`config.mk`:
```
export PLATFORM = sky130hd
export DESIGN_NAME = ps2_mouse_packet_decoder_unit_flat
export DESIGN_NICKNAME = d
export VERILOG_FILES = /design/src/hw/rtl/pmd_pkg.sv /design/src/hw/rtl/pmd_byte_if.sv /design/src/hw/rtl/pmd_event_if.sv /design/src/hw/rtl/pmd_front.sv /design/src/hw/rtl/pmd_queue.sv /design/src/hw/rtl/pmd_back.sv /design/src/hw/rtl/ps2_mouse_packet_decoder_unit.sv /design/src/flat_wrapper.sv
export SDC_FILE = /design/constraint.sdc
export NUM_CORES = 1
export LEC_CHECK = 0
export ABC_CLOCK_PERIOD_IN_PS = 13300
export BUFFER_PORTS_ARGS = -buffer_cell sky130_fd_sc_hd__buf_2
export CAP_MARGIN = 40
export CORE_MARGIN = 2
export CORE_UTILIZATION = 41
export DETAILED_ROUTE_END_ITERATION = 7
export SYNTH_ARGS = -nofsm -noshare
export SYNTH_HDL_FRONTEND = slang
export SYNTH_SLANG_ARGS = --single-unit
```
`constraint.sdc`:
```
create_clock -name clk -period 13.3 [get_ports clk]
set_clock_uncertainty 0.15 [all_clocks]
set_input_delay 1.33 -clock clk [delete_from_list [all_inputs] [get_ports clk]]
set_output_delay 1.33 -clock clk [all_outputs]
set_load 0.005 [all_outputs]
```
`src/hw/rtl/pmd_pkg.sv`:
```
// Shared types and constants for the PS/2 mouse packet decoder.
// No dependencies; imported by the front, queue, back and top modules.
package pmd_pkg;

  localparam int unsigned QUEUE_DEPTH = 2;
  localparam int unsigned QPTR_W      = $clog2(QUEUE_DEPTH);
  localparam int unsigned QCNT_W      = $clog2(QUEUE_DEPTH + 1);

  localparam logic [7:0] SYNC_BIT = 8'h08;
  localparam logic [1:0] PACKET_LAST_POS = 2'd2;

  typedef enum logic [1:0] {
    EV_MOVE    = 2'd0,
    EV_PRESS   = 2'd1,
    EV_RELEASE = 2'd2
  } event_kind_t;

  typedef enum logic [1:0] {
    BTN_LEFT   = 2'd0,
    BTN_RIGHT  = 2'd1,
    BTN_MIDDLE = 2'd2
  } button_t;

  // Pending events: bit 0 move, bits 1 to 3 left, right and middle changes.
  typedef struct packed {
    logic [7:0]  dx;
    logic [8:0]  dy;
    logic [2:0]  mask;
    logic [3:0]  events;
    logic [31:0] good;
    logic [31:0] bad;
  } job_t;

endpackage

```
`src/hw/rtl/pmd_byte_if.sv`:
```
// Request channel carrying bytes from the PS/2 controller.
// Depends on nothing.
interface pmd_byte_if;
  logic       valid;
  logic       ready;
  logic [7:0] rx_byte;
  logic       from_aux;

  modport source (output valid, output rx_byte, output from_aux, input ready);
  modport sink (input valid, input rx_byte, input from_aux, output ready);
endinterface

```
`src/hw/rtl/pmd_event_if.sv`:
```
// Request channel carrying decoded mouse events.
// Depends on nothing.
interface pmd_event_if;
  logic              valid;
  logic              ready;
  logic [1:0]        event_kind;
  logic signed [7:0] delta_x;
  logic signed [8:0] delta_y;
  logic [1:0]        which_button;
  logic [2:0]        button_mask;
  logic [31:0]       good_packets;
  logic [31:0]       rejected_packets;
  logic              last_event;

  modport source (output valid, output event_kind, output delta_x, output delta_y,
                  output which_button, output button_mask, output good_packets,
                  output rejected_packets, output last_event, input ready);
  modport sink (input valid, input event_kind, input delta_x, input delta_y,
                input which_button, input button_mask, input good_packets,
                input rejected_packets, input last_event, output ready);
endinterface

```
`src/hw/rtl/pmd_front.sv`:
```
// Front end: accepts bytes, assembles packets, keeps the counters and
// queues one job per packet that produces events. Uses pmd_pkg and pmd_byte_if.
module pmd_front (
  input  logic          clk,
  input  logic          rst,
  pmd_byte_if.sink      bytes,
  input  logic          q_full,
  output logic          push,
  output pmd_pkg::job_t push_job
);
  import pmd_pkg::*;

  logic [1:0]  pos;
  logic [1:0]  pos_next;
  logic [7:0]  held0;
  logic [7:0]  held1;
  logic [2:0]  prior;
  logic [2:0]  prior_next;
  logic [31:0] good;
  logic [31:0] good_next;
  logic [31:0] bad;
  logic [31:0] bad_next;
  logic        accept;
  logic        aux;
  logic [2:0]  changed;
  logic        moved;

  assign bytes.ready = !q_full;
  assign accept      = bytes.valid && bytes.ready;
  assign aux         = accept && bytes.from_aux;
  assign changed     = prior ^ held0[2:0];
  assign moved       = (held1 != 8'd0) || (bytes.rx_byte != 8'd0);

  always_comb begin
    pos_next   = pos;
    prior_next = prior;
    good_next  = good;
    bad_next   = bad;
    push       = 1'b0;
    push_job.dx     = held1;
    push_job.dy     = 9'd0 - {bytes.rx_byte[7], bytes.rx_byte};
    push_job.mask   = held0[2:0];
    push_job.events = {changed, moved};
    push_job.good   = good + 32'd1;
    push_job.bad    = bad;
    if (aux) begin
      if (pos == 2'd0 && (bytes.rx_byte & SYNC_BIT) == 8'd0) begin
        bad_next = bad + 32'd1;
      end else if (pos != PACKET_LAST_POS) begin
        pos_next = pos + 2'd1;
      end else begin
        pos_next = 2'd0;
        if (held0[7:6] != 2'b00) begin
          bad_next = bad + 32'd1;
        end else begin
          prior_next = held0[2:0];
          good_next  = good + 32'd1;
          push       = (push_job.events != 4'd0);
        end
      end
    end
  end

  always_ff @(posedge clk) begin
    if (rst) begin
      pos   <= 2'd0;
      prior <= 3'd0;
      good  <= 32'd0;
      bad   <= 32'd0;
    end else begin
      pos   <= pos_next;
      prior <= prior_next;
      good  <= good_next;
      bad   <= bad_next;
    end
  end

  always_ff @(posedge clk) begin
    if (aux && pos == 2'd0) begin
      held0 <= bytes.rx_byte;
    end
    if (aux && pos == 2'd1) begin
      held1 <= bytes.rx_byte;
    end
  end

endmodule

```
`src/hw/rtl/pmd_queue.sv`:
```
// Short job queue between the front end and the event generator.
// Uses pmd_pkg for the job type and the depth.
module pmd_queue (
  input  logic          clk,
  input  logic          rst,
  input  logic          push,
  input  pmd_pkg::job_t push_job,
  input  logic          pop,
  output pmd_pkg::job_t head,
  output logic          empty,
  output logic          full
);
  import pmd_pkg::*;

  job_t              slots [QUEUE_DEPTH];
  logic [QPTR_W-1:0] wr_ptr;
  logic [QPTR_W-1:0] rd_ptr;
  logic [QCNT_W-1:0] count;

  assign empty = (count == QCNT_W'(0));
  assign full  = (count == QCNT_W'(QUEUE_DEPTH));
  assign head  = slots[rd_ptr];

  always_ff @(posedge clk) begin
    if (rst) begin
      wr_ptr <= '0;
      rd_ptr <= '0;
      count  <= '0;
    end else begin
      if (push) begin
        wr_ptr <= (wr_ptr == QPTR_W'(QUEUE_DEPTH - 1)) ? '0 : wr_ptr + QPTR_W'(1);
      end
      if (pop) begin
        rd_ptr <= (rd_ptr == QPTR_W'(QUEUE_DEPTH - 1)) ? '0 : rd_ptr + QPTR_W'(1);
      end
      if (push && !pop) begin
        count <= count + QCNT_W'(1);
      end else if (pop && !push) begin
        count <= count - QCNT_W'(1);
      end
    end
  end

  always_ff @(posedge clk) begin
    if (push) begin
      slots[wr_ptr] <= push_job;
    end
  end

endmodule

```
`src/hw/rtl/pmd_back.sv`:
```
// Back end: walks the pending events of the queue head job, one per cycle
// unless stalled, into the output register. Uses pmd_pkg and pmd_event_if.
module pmd_back (
  input  logic          clk,
  input  logic          rst,
  input  pmd_pkg::job_t head,
  input  logic          q_empty,
  output logic          pop,
  pmd_event_if.source   events
);
  import pmd_pkg::*;

  logic        active;
  logic [3:0]  pend;
  logic [3:0]  eff;
  logic [3:0]  low;
  logic [3:0]  rest;
  logic        emit;
  logic [1:0]  idx;
  event_kind_t kind;

  assign eff  = active ? pend : head.events;
  assign low  = eff & (~eff + 4'd1);
  assign rest = eff & ~low;
  assign emit = !q_empty && (eff != 4'd0) && (!events.valid || events.ready);
  assign pop  = emit && (rest == 4'd0);

  always_comb begin
    case (1'b1)
      low[2]:  idx = BTN_RIGHT;
      low[3]:  idx = BTN_MIDDLE;
      default: idx = BTN_LEFT;
    endcase
    if (low[0]) begin
      kind = EV_MOVE;
    end else if (head.mask[idx]) begin
      kind = EV_PRESS;
    end else begin
      kind = EV_RELEASE;
    end
  end

  always_ff @(posedge clk) begin
    if (rst) begin
      active       <= 1'b0;
      pend         <= 4'd0;
      events.valid <= 1'b0;
    end else begin
      if (emit) begin
        active       <= (rest != 4'd0);
        pend         <= rest;
        events.valid <= 1'b1;
      end else if (events.ready) begin
        events.valid <= 1'b0;
      end
    end
  end

  always_ff @(posedge clk) begin
    if (emit) begin
      events.event_kind       <= kind;
      events.delta_x          <= low[0] ? head.dx : 8'sd0;
      events.delta_y          <= low[0] ? head.dy : 9'sd0;
      events.which_button     <= low[0] ? 2'd0 : idx;
      events.button_mask      <= head.mask;
      events.good_packets     <= head.good;
      events.rejected_packets <= head.bad;
      events.last_event       <= (rest == 4'd0);
    end
  end

endmodule

```
`src/hw/rtl/ps2_mouse_packet_decoder_unit.sv`:
```
// Top level of the PS/2 mouse packet decoder.
// Uses pmd_pkg, pmd_byte_if, pmd_event_if, pmd_front, pmd_queue and pmd_back.
//
// The bytes channel takes one controller byte per request with its port flag;
// keyboard bytes are swallowed. The events channel delivers one mouse event per
// request: a move when either delta is nonzero, then one event per changed
// button in left, right, middle order, with last_event on the final one for
// the packet. Both counters ride along on every event.
// The job of a completing packet is written into the job queue, from which
// its first event goes into the output register; further events follow one per
// cycle while the receiver takes them, between one and four per packet.
// Throughput: one byte per cycle is accepted while the two-entry job queue
// has room; the event generator's one event per cycle sets the sustained rate.
// When the receiver stalls, the output register holds its event, the queue
// fills and bytes.ready falls once it is full.
// Reset clears the packet position, button state, both counters, the queue
// and the output valid flag; no event is offered until a packet completes.
module ps2_mouse_packet_decoder_unit (
  input logic         clk,
  input logic         rst,
  pmd_byte_if.sink    bytes,
  pmd_event_if.source events
);
  import pmd_pkg::*;

  logic push;
  logic pop;
  logic q_full;
  logic q_empty;
  job_t push_job;
  job_t head;

  pmd_front u_front (
    .clk      (clk),
    .rst      (rst),
    .bytes    (bytes),
    .q_full   (q_full),
    .push     (push),
    .push_job (push_job)
  );

  pmd_queue u_queue (
    .clk      (clk),
    .rst      (rst),
    .push     (push),
    .push_job (push_job),
    .pop      (pop),
    .head     (head),
    .empty    (q_empty),
    .full     (q_full)
  );

  pmd_back u_back (
    .clk     (clk),
    .rst     (rst),
    .head    (head),
    .q_empty (q_empty),
    .pop     (pop),
    .events  (events)
  );

  a_no_push_when_full: assert property (@(posedge clk) disable iff (rst)
    !(push && q_full))
    else $error("job pushed into a full queue");

  a_no_pop_when_empty: assert property (@(posedge clk) disable iff (rst)
    !(pop && q_empty))
    else $error("job popped from an empty queue");

  a_events_continue: assert property (@(posedge clk) disable iff (rst)
    (events.valid && !events.last_event) |=> events.valid)
    else $error("event sequence broken before its last event");

  a_good_counted: assert property (@(posedge clk) disable iff (rst)
    events.valid |-> (events.good_packets != 32'd0))
    else $error("event offered without a counted good packet");

endmodule
```
`src/flat_wrapper.sv`:
```
// flat-port wrapper written by rule: the top's interface ports become plain ports
module ps2_mouse_packet_decoder_unit_flat import pmd_pkg::*;
  (clk, rst, bytes_valid, bytes_rx_byte, bytes_from_aux, bytes_ready, events_valid, events_event_kind, events_delta_x, events_delta_y, events_which_button, events_button_mask, events_good_packets, events_rejected_packets, events_last_event, events_ready);
  pmd_byte_if bytes_i ();
  pmd_event_if events_i ();
  input logic clk;
  input logic rst;
  input wire logic [$bits(bytes_i.valid)-1:0] bytes_valid;
  input wire logic [$bits(bytes_i.rx_byte)-1:0] bytes_rx_byte;
  input wire logic [$bits(bytes_i.from_aux)-1:0] bytes_from_aux;
  output wire logic [$bits(bytes_i.ready)-1:0] bytes_ready;
  output wire logic [$bits(events_i.valid)-1:0] events_valid;
  output wire logic [$bits(events_i.event_kind)-1:0] events_event_kind;
  output wire logic [$bits(events_i.delta_x)-1:0] events_delta_x;
  output wire logic [$bits(events_i.delta_y)-1:0] events_delta_y;
  output wire logic [$bits(events_i.which_button)-1:0] events_which_button;
  output wire logic [$bits(events_i.button_mask)-1:0] events_button_mask;
  output wire logic [$bits(events_i.good_packets)-1:0] events_good_packets;
  output wire logic [$bits(events_i.rejected_packets)-1:0] events_rejected_packets;
  output wire logic [$bits(events_i.last_event)-1:0] events_last_event;
  input wire logic [$bits(events_i.ready)-1:0] events_ready;
  assign bytes_i.valid = bytes_valid;
  assign bytes_i.rx_byte = bytes_rx_byte;
  assign bytes_i.from_aux = bytes_from_aux;
  assign bytes_ready = bytes_i.ready;
  assign events_valid = events_i.valid;
  assign events_event_kind = events_i.event_kind;
  assign events_delta_x = events_i.delta_x;
  assign events_delta_y = events_i.delta_y;
  assign events_which_button = events_i.which_button;
  assign events_button_mask = events_i.button_mask;
  assign events_good_packets = events_i.good_packets;
  assign events_rejected_packets = events_i.rejected_packets;
  assign events_last_event = events_i.last_event;
  assign events_i.ready = events_ready;
  ps2_mouse_packet_decoder_unit u_core (.clk(clk), .rst(rst), .bytes(bytes_i), .events(events_i));
endmodule
```
==> impl_metrics.json, run 1 <==
{
  "worst_slack_ps": 9348,
  "first_pass_iters": 4,
  "yosys_most_used_dff": "edfxtp_1",
  "post_cts_resized": 0,
  "rr_worst_depth": 9,
  "grt_util_all_layers": 0.1436,
  "critPathRequiredTime_ps": 13290,
  "ys_async_sr_fraction": 0,
  "ant_nets": 0,
  "fin_setup_tns_ps": 0,
  "crit_path_end_kind": "flop",
  "yosysSeqAreaShare": 0.7073,
  "r2r_end": "u_core.u_queue.count[1]",
  "dieHeight_um": 189.0,
  "ir_drop_mv": 0.07746,
  "critPathKind": "in -> reg",
  "grt_antenna_before_repair": 0,
  "p_leak_nw": 5.789,
  "min_period_ps": 3952,
  "maxSlewViolCount": 0,
  "cts.sinks": 357,
  "grt_pass1_wl_um": 41160,
  "power_per_cell_area_mw_per_mm2": 137.1,
  "maxCapViolCount": 0,
  "synthTopCellsByCount": "edfxtp_1, dfxtp_1, nor2_1",
  "htree_num_levels": 2,
  "hold_buffers": 0,
  "vias": 7882,
  "num_antenna_cells": 0,
  "clk_latency_ps": 520,
  "cts_tree": "done",
  "ys_ff_latch": 357,
  "std_cell_rows": 67,
  "drt-total-wl_um": 25250,
  "clkSlewWorstSetupHoldPaths_ps": 60,
  "path_max_fanout": 54,
  "synth-edff-count": 278,
  "overflow": 0,
  "preCtsSetupSlack_ps": 8735,
  "cts_root_buffer": "clkbuf_16",
  "worst_slew_pin_slew_ps": 774.1,
  "core_mm2": 0.03362,
  "rsz0062_at_grt": "false",
  "nets": 1093,
  "post_cts_buffers": 0,
  "initial_core_util": 0.4176,
  "place_congestion": 0.7818,
  "synth_area_leader_cell": "edfxtp_1",
  "io_pins": 104,
  "routedWlPerCell_um": 16.27,
  "final-hold-violation-count": 0,
  "die_w_um": 189.0,
  "cp.arrival_ps": 3940,
  "yosysMostFrequentCell": "edfxtp_1",
  "finalCritPeriodShare": 0.2971,
  "grt_max_degree": 82,
  "crit_path_start_kind": "primary input",
  "n_fill_cell": 2902,
  "max_freq_mhz": 253.1,
  "placed_cell_area_mm2": 0.01509,
  "holdPathStages": 0,
  "netlist.area_leader.share": 0.5947,
  "cts_inserted_buffers": 37,
  "grt_pass1_vias": 7762,
  "synth.avg_cell_area_um2": 14.64,
  "holdCritStartpoint": "u_core.u_front.bad[31]",
  "dp_hpwl_um": 15680,
  "synthTopCellsByArea": "edfxtp_1, dfxtp_1, mux2_2",
  "io_buffers": 103,
  "r2r_slack_ps": 9540,
  "setup_viol": 0,
  "synth.distinct_cells": 59,
  "drt_first_iter_violations": 459,
  "die_area_mm2": 0.03574,
  "viasPerCell": 5.079,
  "max-slew-margin-rel": 0.4792,
  "hold_class": "reg -> reg",
  "whs_endpoint": "u_core.u_queue.slots[0][31]",
  "design_area_mm2": 0.01628,
  "synth_warnings": 0,
  "drc": 0,
  "status": "completed",
  "cts_buffer_depth": 3,
  "synthCells": 959,
  "syn_area_mm2": 0.01404,
  "drive_above_1_share": 0.2364,
  "area_growth_pct": 16.00,
  "synth_nets": 976
}
[kinds of logic (layout without fill, tap and decap cells)]
family                     Yosys count  in the layout  synth area share
buffers and inverters               53            198           0.01613
DFF                                357            357            0.7073
xor gates and xnor gates            75             75           0.04679
muxes                               97             97           0.07567
and+or+nand+nor                    284            284            0.1127
adders and majority gates            4              4          0.003565
AOI/OAI and AO/OA                   89             89           0.03779
[layer usage]
| metal | vias to the layer above | GRT usage | wire (um) |
|---|---|---|---|
| li1 | 3816 | - | - |
| met1 | 3892 | 0.1961 | 11710 |
| met3 | 37 | 0.02614 | 980 |
| met2 | 137 | 0.2360 | 12080 |
| met5 | - | 0 | 0 |
| met4 | 0 | 0.04026 | 471 |
[worst max-delay path, stage by stage]
cell and delay, ps:
buf_2 90, nand2_1 180, nor4b_4 250, buf_4 400
o31a_1 320, nor2b_4 400, buf_12 260, buf_4 620
[registers in the layout, summed over array words and instances (netlist names), named ones only]
register / cells
u_core.u_queue.slots: 176
u_core.u_back.events.delta_x: 8
u_core.u_back.events.rejected_packets: 32
u_core.u_back.events.which_button: 2
u_core.u_back.pend: 3
u_core.u_front.held0: 5
u_core.u_front.pos: 2
u_core.u_back.events.event_kind: 2
u_core.u_front.held1: 8
u_core.u_queue.count: 2
u_core.u_back.events.button_mask: 3
u_core.u_back.events.valid: 1
u_core.u_back.events.good_packets: 32
u_core.u_back.events.last_event: 1
u_core.u_back.active: 1
u_core.u_back.events.delta_y: 9
u_core.u_front.prior: 3
u_core.u_front.bad: 32
u_core.u_front.good: 32
u_core.u_queue.wr_ptr: 1
u_core.u_queue.rd_ptr: 1
[report_power, final]
group / internal, mW / switching, mW
logic: 0.00960 / 0.0176
registers: 1.19 / 0.00361
clock network: 0.603 / 0.406
total: 1.81 / 0.427
[placed cells by master (no fill, tap or decap), types with 4 or more instances in the layout]
master     instances
edfxtp_1         278
mux2i_1           24
clkbuf_16         39
xor2_1            40
buf_2            103
nor4_1             4
nor3_1            13
or3_1             17
nor2b_1            7
nand3_1           32
dfxtp_1           78
and2_1             8
nand2_1           50
clkbuf_1          11
nor2_1            74
clkinv_2           4
or4_1             12
buf_4              9
and3_1             5
nand4_1           25
ha_1               4
o31ai_1           12
mux2_2            71
inv_1             16
clkinv_1           5
xnor2_1           35
nand2b_1           4
a21oi_1           38
o21ai_0           23
[through the flow]
stage                     utilization  std cells  hold WS, ps  total power, mW
final                          0.4844       1552        335.6            2.233
after global routing           0.4844       1552        349.6            2.314
after CTS                      0.4844       1552        339.6            2.263
after detailed placement       0.4488       1485        325.1            1.248
after global placement         0.4474       1483        308.8            1.247
after floorplan                     -        959        289.6            1.236
[layout make-up]
cell class | count | area [um2] | area share
sequential | 357 | 9933 | 0.6100
timing repair buffer | 114 | 630.6 | 0.03872
multi-input combinational | 549 | 3900 | 0.2395
inverter | 17 | 63.81 | 0.003919
clock inverter | 16 | 165.2 | 0.01014
clock buffer | 51 | 1031 | 0.06331
tap | 448 | 560.5 | 0.03442
[worst max-delay path by stage]
| stage | start | end | slack, ps |
|---|---|---|---|
| after floorplan | bytes_from_aux | u_core.u_queue.slots[0][0] | 6430 |
| after global placement | bytes_from_aux | u_core.u_queue.slots[0][76] | 8300 |
| after detailed placement | bytes_from_aux | u_core.u_queue.slots[0][76] | 8730 |
| after CTS | bytes_from_aux | u_core.u_queue.slots[0][36] | 9280 |
| after global routing | bytes_from_aux | u_core.u_queue.slots[0][40] | 9150 |
| final | bytes_from_aux | u_core.u_queue.slots[0][40] | 9350 |
Note: power is estimated with default switching activity, not from simulation.
==> inputs of run 2 (changes only) <==
--- a/config.mk
+++ b/config.mk
@@ -5,7 +5,7 @@
 export SDC_FILE = /design/constraint.sdc
 export NUM_CORES = 1
 export LEC_CHECK = 0
-export ABC_CLOCK_PERIOD_IN_PS = 13300
+export ABC_CLOCK_PERIOD_IN_PS = 3700
 export BUFFER_PORTS_ARGS = -buffer_cell sky130_fd_sc_hd__buf_2
 export CAP_MARGIN = 40
 export CORE_MARGIN = 2
==> constraint.sdc (replaced) <==
create_clock -name clk -period 3.7 [get_ports clk]
set_clock_uncertainty 0.15 [all_clocks]
set_input_delay 0.37 -clock clk [delete_from_list [all_inputs] [get_ports clk]]
set_output_delay 0.37 -clock clk [all_outputs]
set_load 0.005 [all_outputs]
==> impl_metrics.json, run 2 (same netlist as run 1, synthesis figures left out) <==
{
  "initial_core_util": 0.4176,
  "path_max_fanout": 55,
  "largest_reg_flops": 176,
  "cp_slowest_cell": "and2_4",
  "drc": 0,
  "dp_hpwl_um": 16150,
  "r2r_end": "u_core.u_queue.slots[1][73]",
  "grt_pass1_wl_um": 41700,
  "status": "completed",
  "grt_util_all_layers": 0.1472,
  "cts_tree": "done",
  "ant_nets": 0,
  "drive_above_1_share": 0.2377,
  "finalCritPeriodShare": 0.7713,
  "setup_viol": 0,
  "die_area_mm2": 0.03574,
  "critPathKind": "in -> reg",
  "rsz0062_at_grt": "false",
  "rr_worst_depth": 5,
  "grt_antenna_before_repair": 0,
  "overflow": 0,
  "grt_max_degree": 58,
  "whs_ps": 31.80,
  "multiInputGateArea_mm2": 0.003900,
  "worst_slew_pin_slew_ps": 828.0,
  "maxCapViolCount": 0,
  "io_pins": 104,
  "crit_end": "u_core.u_queue.slots[1][73]",
  "fin_setup_tns_ps": 0,
  "final_cell_mix": "edfxtp_1, buf_2, dfxtp_1, nor2_1, mux2_2",
  "p_leak_nw": 5.855,
  "std_cell_rows": 67,
  "area_growth_pct": 16.86,
  "critPathRequiredTime_ps": 3750,
  "crit_path_end_kind": "flop",
  "critPathLaunch": "bytes_rx_byte[0]",
  "slowest_delay_ps": 720,
  "r2r-start": "u_core.u_front.pos[1]",
  "viasPerCell": 5.045,
  "clkSlewWorstSetupHoldPaths_ps": 60,
  "largest-register": "u_core.u_queue.slots",
  "routedWlPerCell_um": 16.71,
  "instances_no_fill": 1563,
  "first_pass_iters": 5,
  "place_congestion": 0.7751,
  "max-slew-margin-rel": 0.4437,
  "nets": 1102,
  "cts_buffer_depth": 3,
  "cts_root_buffer": "clkbuf_16",
  "ir_drop_mv": 0.2973,
  "register_area_mm2": 0.009933,
  "r2r_slack_ps": 920,
  "grt_pass1_vias": 7824,
  "cts_inserted_buffers": 38,
  "cp.arrival_ps": 2910,
  "clk_latency_ps": 520,
  "crit_path_cell_trace": "dlygate4sd3_1 > buf_2 > inv_1 > ha_1 > nand3b_1 > o31a_1 > and2_4 > buf_12",
  "die_w_um": 189.0,
  "drt_first_iter_violations": 489,
  "num_antenna_cells": 0,
  "core_mm2": 0.03362,
  "hold_class": "in -> reg",
  "drt-total-wl_um": 26110,
  "dieHeight_um": 189.0,
  "cts.sinks": 357,
  "vias": 7886,
  "final-hold-violation-count": 0,
  "io_buffers": 103,
  "min_period_ps": 2854,
  "maxSlewViolCount": 0,
  "crit_path_start_kind": "primary input",
  "power_per_cell_area_mw_per_mm2": 496.2,
  "post_cts_buffers": 0,
  "dp_cells": 1486,
  "max_freq_mhz": 350.4,
  "htree_num_levels": 2,
  "mostFrequentLayoutCell": "edfxtp_1",
  "n_fill_cell": 2940
}
## run 2: cell types whose count changed in the layout (fill, tap and decap cells not counted), moves of 2 or more
| cell | previous run | this run |
|---|---|---|
| clkbuf_16 | 39 | 41 |
| clkbuf_8 | 1 | 4 |
| clkinvlp_4 | 3 | 1 |
| dlygate4sd3_1 | 0 | 7 |
## run 2: per-layer routing
metal,part of all wire,track usage,up-vias
li1,-,-,3832
met2,0.47,0.2422,172
met5,0,0,-
met1,0.47,0.2001,3841
met3,0.047,0.02854,41
met4,0.018,0.03936,0
## run 2: worst max-delay path: cells and delay by family
family | cells | cell delay [ps]
compound gates | 1 | 260
fa+ha+maj | 1 | 260
simple gates | 2 | 900
buf+inv | 4 | 1100
## run 2: layout make-up
type | count | share of cell area
clock buffers | 55 | 0.06818
clock inverters | 15 | 0.007855
inverters | 17 | 0.003890
multi-input cells | 549 | 0.2377
flip-flops and latches | 357 | 0.6055
well taps | 448 | 0.03417
repair buffers | 122 | 0.04271
## run 2: repair_timing
item / CTS / global route
endpoints found under the hold margin: 14 / 0
gates resized for setup: 0 / 0
hold buffers: 7 / 0
## run 2: worst min-delay path by stage
stage,startpoint,end,slack (ps),cells past startpoint
after CTS,bytes_rx_byte[3],u_core.u_front.held1[3],10,1
after detailed placement,u_core.u_front.held1[4],u_core.u_queue.slots[0][84],330,0
after floorplan,u_core.u_front.bad[31],u_core.u_queue.slots[0][31],290,0
after global routing,bytes_rx_byte[3],u_core.u_front.held1[3],40,1
final,bytes_rx_byte[3],u_core.u_front.held1[3],30,1
after global placement,u_core.u_front.bad[31],u_core.u_queue.slots[0][31],310,0
## run 2: stage by stage
stage | utilization | total power [mW] | cell area [um2] | worst slack, ps
floorplan | - | 4.443 | 14050 | 356.5
global placement | 0.4488 | 4.484 | 15090 | 872.3
detailed placement | 0.4488 | 4.486 | 15090 | 829.0
CTS | 0.4880 | 8.241 | 16410 | 837.2
global route | 0.4880 | 8.404 | 16410 | 659.6
finish | 0.4880 | 8.141 | 16410 | 846.2
## run 2: report_power, final
part / internal [mW] / switching [mW] / total [mW]
Clock: 2.24 / 1.49 / 3.74
Combinational: 0.0367 / 0.0695 / 0.106
Sequential: 4.29 / 0.00925 / 4.30
==> inputs of run 3 (changes only) <==
--- a/config.mk
+++ b/config.mk
@@ -5,7 +5,7 @@
 export SDC_FILE = /design/constraint.sdc
 export NUM_CORES = 1
 export LEC_CHECK = 0
-export ABC_CLOCK_PERIOD_IN_PS = 3700
+export ABC_CLOCK_PERIOD_IN_PS = 2800
 export BUFFER_PORTS_ARGS = -buffer_cell sky130_fd_sc_hd__buf_2
 export CAP_MARGIN = 40
 export CORE_MARGIN = 2
==> constraint.sdc (replaced) <==
create_clock -name clk -period 2.8 [get_ports clk]
set_clock_uncertainty 0.15 [all_clocks]
set_input_delay 0.28 -clock clk [delete_from_list [all_inputs] [get_ports clk]]
set_output_delay 0.28 -clock clk [all_outputs]
set_load 0.005 [all_outputs]
==> impl_metrics.json, run 3 (same netlist as run 1, synthesis figures left out) <==
{
  "final-hold-violation-count": 0,
  "drt_first_iter_violations": 469,
  "grt_pass1_wl_um": 41180,
  "max_freq_mhz": 383.6,
  "whs_ps": 65.39,
  "mostFrequentLayoutCell": "edfxtp_1",
  "drive_above_1_share": 0.2469,
  "holdCritStartpoint": "rst",
  "cts_buffer_depth": 3,
  "rr_worst_depth": 5,
  "r2r_slack_ps": 190,
  "overflow": 0,
  "worst_slew_pin_slew_ps": 846.1,
  "maxCapViolCount": 0,
  "drt-total-wl_um": 25260,
  "core_mm2": 0.03362,
  "grt_util_all_layers": 0.1438,
  "grt_antenna_before_repair": 1,
  "critPathKind": "reg -> reg",
  "crit_path_end_kind": "flop",
  "n_fill_cell": 2930,
  "cp.arrival_ps": 2660,
  "whs_endpoint": "u_core.u_queue.count[0]",
  "r2r-start": "u_core.u_front.pos[1]",
  "dp_hpwl_um": 15640,
  "ant_nets": 0,
  "fin_setup_tns_ps": 0,
  "setup_viol": 0,
  "holdPathStages": 2,
  "initial_core_util": 0.4176,
  "io_pins": 104,
  "finish.utilization": 0.4928,
  "cts.sinks": 357,
  "num_antenna_cells": 0,
  "ir_drop_mv": 0.3651,
  "htree_num_levels": 2,
  "area_growth_pct": 18.01,
  "std_cell_rows": 67,
  "clkSlewWorstSetupHoldPaths_ps": 60,
  "io_buffers": 103,
  "worst_slack_ps": 193.4,
  "r2r_end": "u_core.u_queue.slots[1][21]",
  "crit_path_start_kind": "flop",
  "post_cts_resized": 0,
  "cts_inserted_buffers": 38,
  "hold_buffers": 8,
  "design_area_mm2": 0.01657,
  "min_period_ps": 2607,
  "final_cell_mix": "edfxtp_1, buf_2, dfxtp_1, nor2_1, mux2_2",
  "clk_latency_ps": 520,
  "die_w_um": 189.0,
  "maxSlewViolCount": 0,
  "dieHeight_um": 189.0,
  "hold_class": "in -> reg",
  "place_congestion": 0.7749,
  "status": "completed",
  "finalCritPeriodShare": 0.9309,
  "vias": 7873,
  "drc": 0,
  "preCtsSetupSlack_ps": 192.3,
  "grt_max_degree": 65,
  "critPathRequiredTime_ps": 2850,
  "cts_tree": "done",
  "grt_pass1_vias": 7812,
  "max-slew-margin-rel": 0.4359,
  "largest_reg_flops": 176,
  "post_cts_buffers": 0,
  "first_pass_iters": 4,
  "placed_cell_area_mm2": 0.01523,
  "rsz0062_at_grt": "false",
  "cts_root_buffer": "clkbuf_16",
  "viasPerCell": 5.002,
  "routedWlPerCell_um": 16.05,
  "nets": 1113,
  "path_max_fanout": 33,
  "die_area_mm2": 0.03574,
  "p_leak_nw": 5.926,
  "largest-register": "u_core.u_queue.slots",
  "power_per_cell_area_mw_per_mm2": 654.2
}
[run 3: changes by cell type in the layout (fill, tap and decap cells not counted), moves of 2 or more]
cell | before | now
buf_4 | 10 | 15
clkbuf_1 | 10 | 8
bufinv_16 | 2 | 5
clkbuf_16 | 41 | 38
clkinv_4 | 2 | 0
clkbuf_8 | 4 | 0
inv_6 | 0 | 4
buf_12 | 2 | 7
[run 3: metrics by stage]
stage,power (mW),cells
5_1_grt,11.19,1574
3_5_place_dp,5.933,1496
6_report,10.84,1574
3_3_place_gp,5.930,1495
4_1_cts,10.97,1574
2_1_floorplan,5.872,959
[run 3: how the worst max path moves through the flow]
stage | startpoint | to | slack [ps]
6_report | u_core.u_front.pos[1] | u_core.u_queue.slots[1][21] | 190
3_5_place_dp | u_core.u_front.pos[1] | u_core.u_queue.slots[1][21] | 190
2_1_floorplan | u_core.u_front.held0[7] | u_core.u_queue.slots[0][0] | -510
5_1_grt | u_core.u_front.pos[1] | u_core.u_queue.slots[1][29] | 0.8
4_1_cts | u_core.u_front.pos[1] | u_core.u_queue.slots[1][21] | 160
3_3_place_gp | flop | u_core.u_back.events.good_packets[12] | 120
[run 3: where the power goes]
group | switching [mW] | internal [mW]
Sequential | 0.0115 | 5.67
Clock | 2.02 | 2.99
Combinational | 0.0925 | 0.0555
[run 3: critical path: stages, from the launching register on]
cell     delay (ps)
dfxtp_1         380
nor3b_2         310
nor4b_4         320
o31a_1          330
and2_4          490
buf_12          280
[run 3: routing by layer]
layer  share of wire  routed length [um]  up-vias  track usage
li1                -                   -     3857            -
met1            0.47               11920     3847       0.1988
met2            0.47               11930      124       0.2347
met3           0.035                 896       45      0.02354
met4           0.021                 520        0      0.04147
met5               0                   0        -            0
[run 3: area by class of cell]
type                            instances  area, um2  share of cell area
Sequential cell                       357       9933              0.5996
Multi-Input combinational cell        549       3904              0.2356
Clock buffer                           46      980.9             0.05921
Timing Repair Buffer                  133      848.3             0.05120
Tap cell                              448      560.5             0.03383
Clock inverter                         24      275.3             0.01662
Inverter                               17      65.06            0.003927
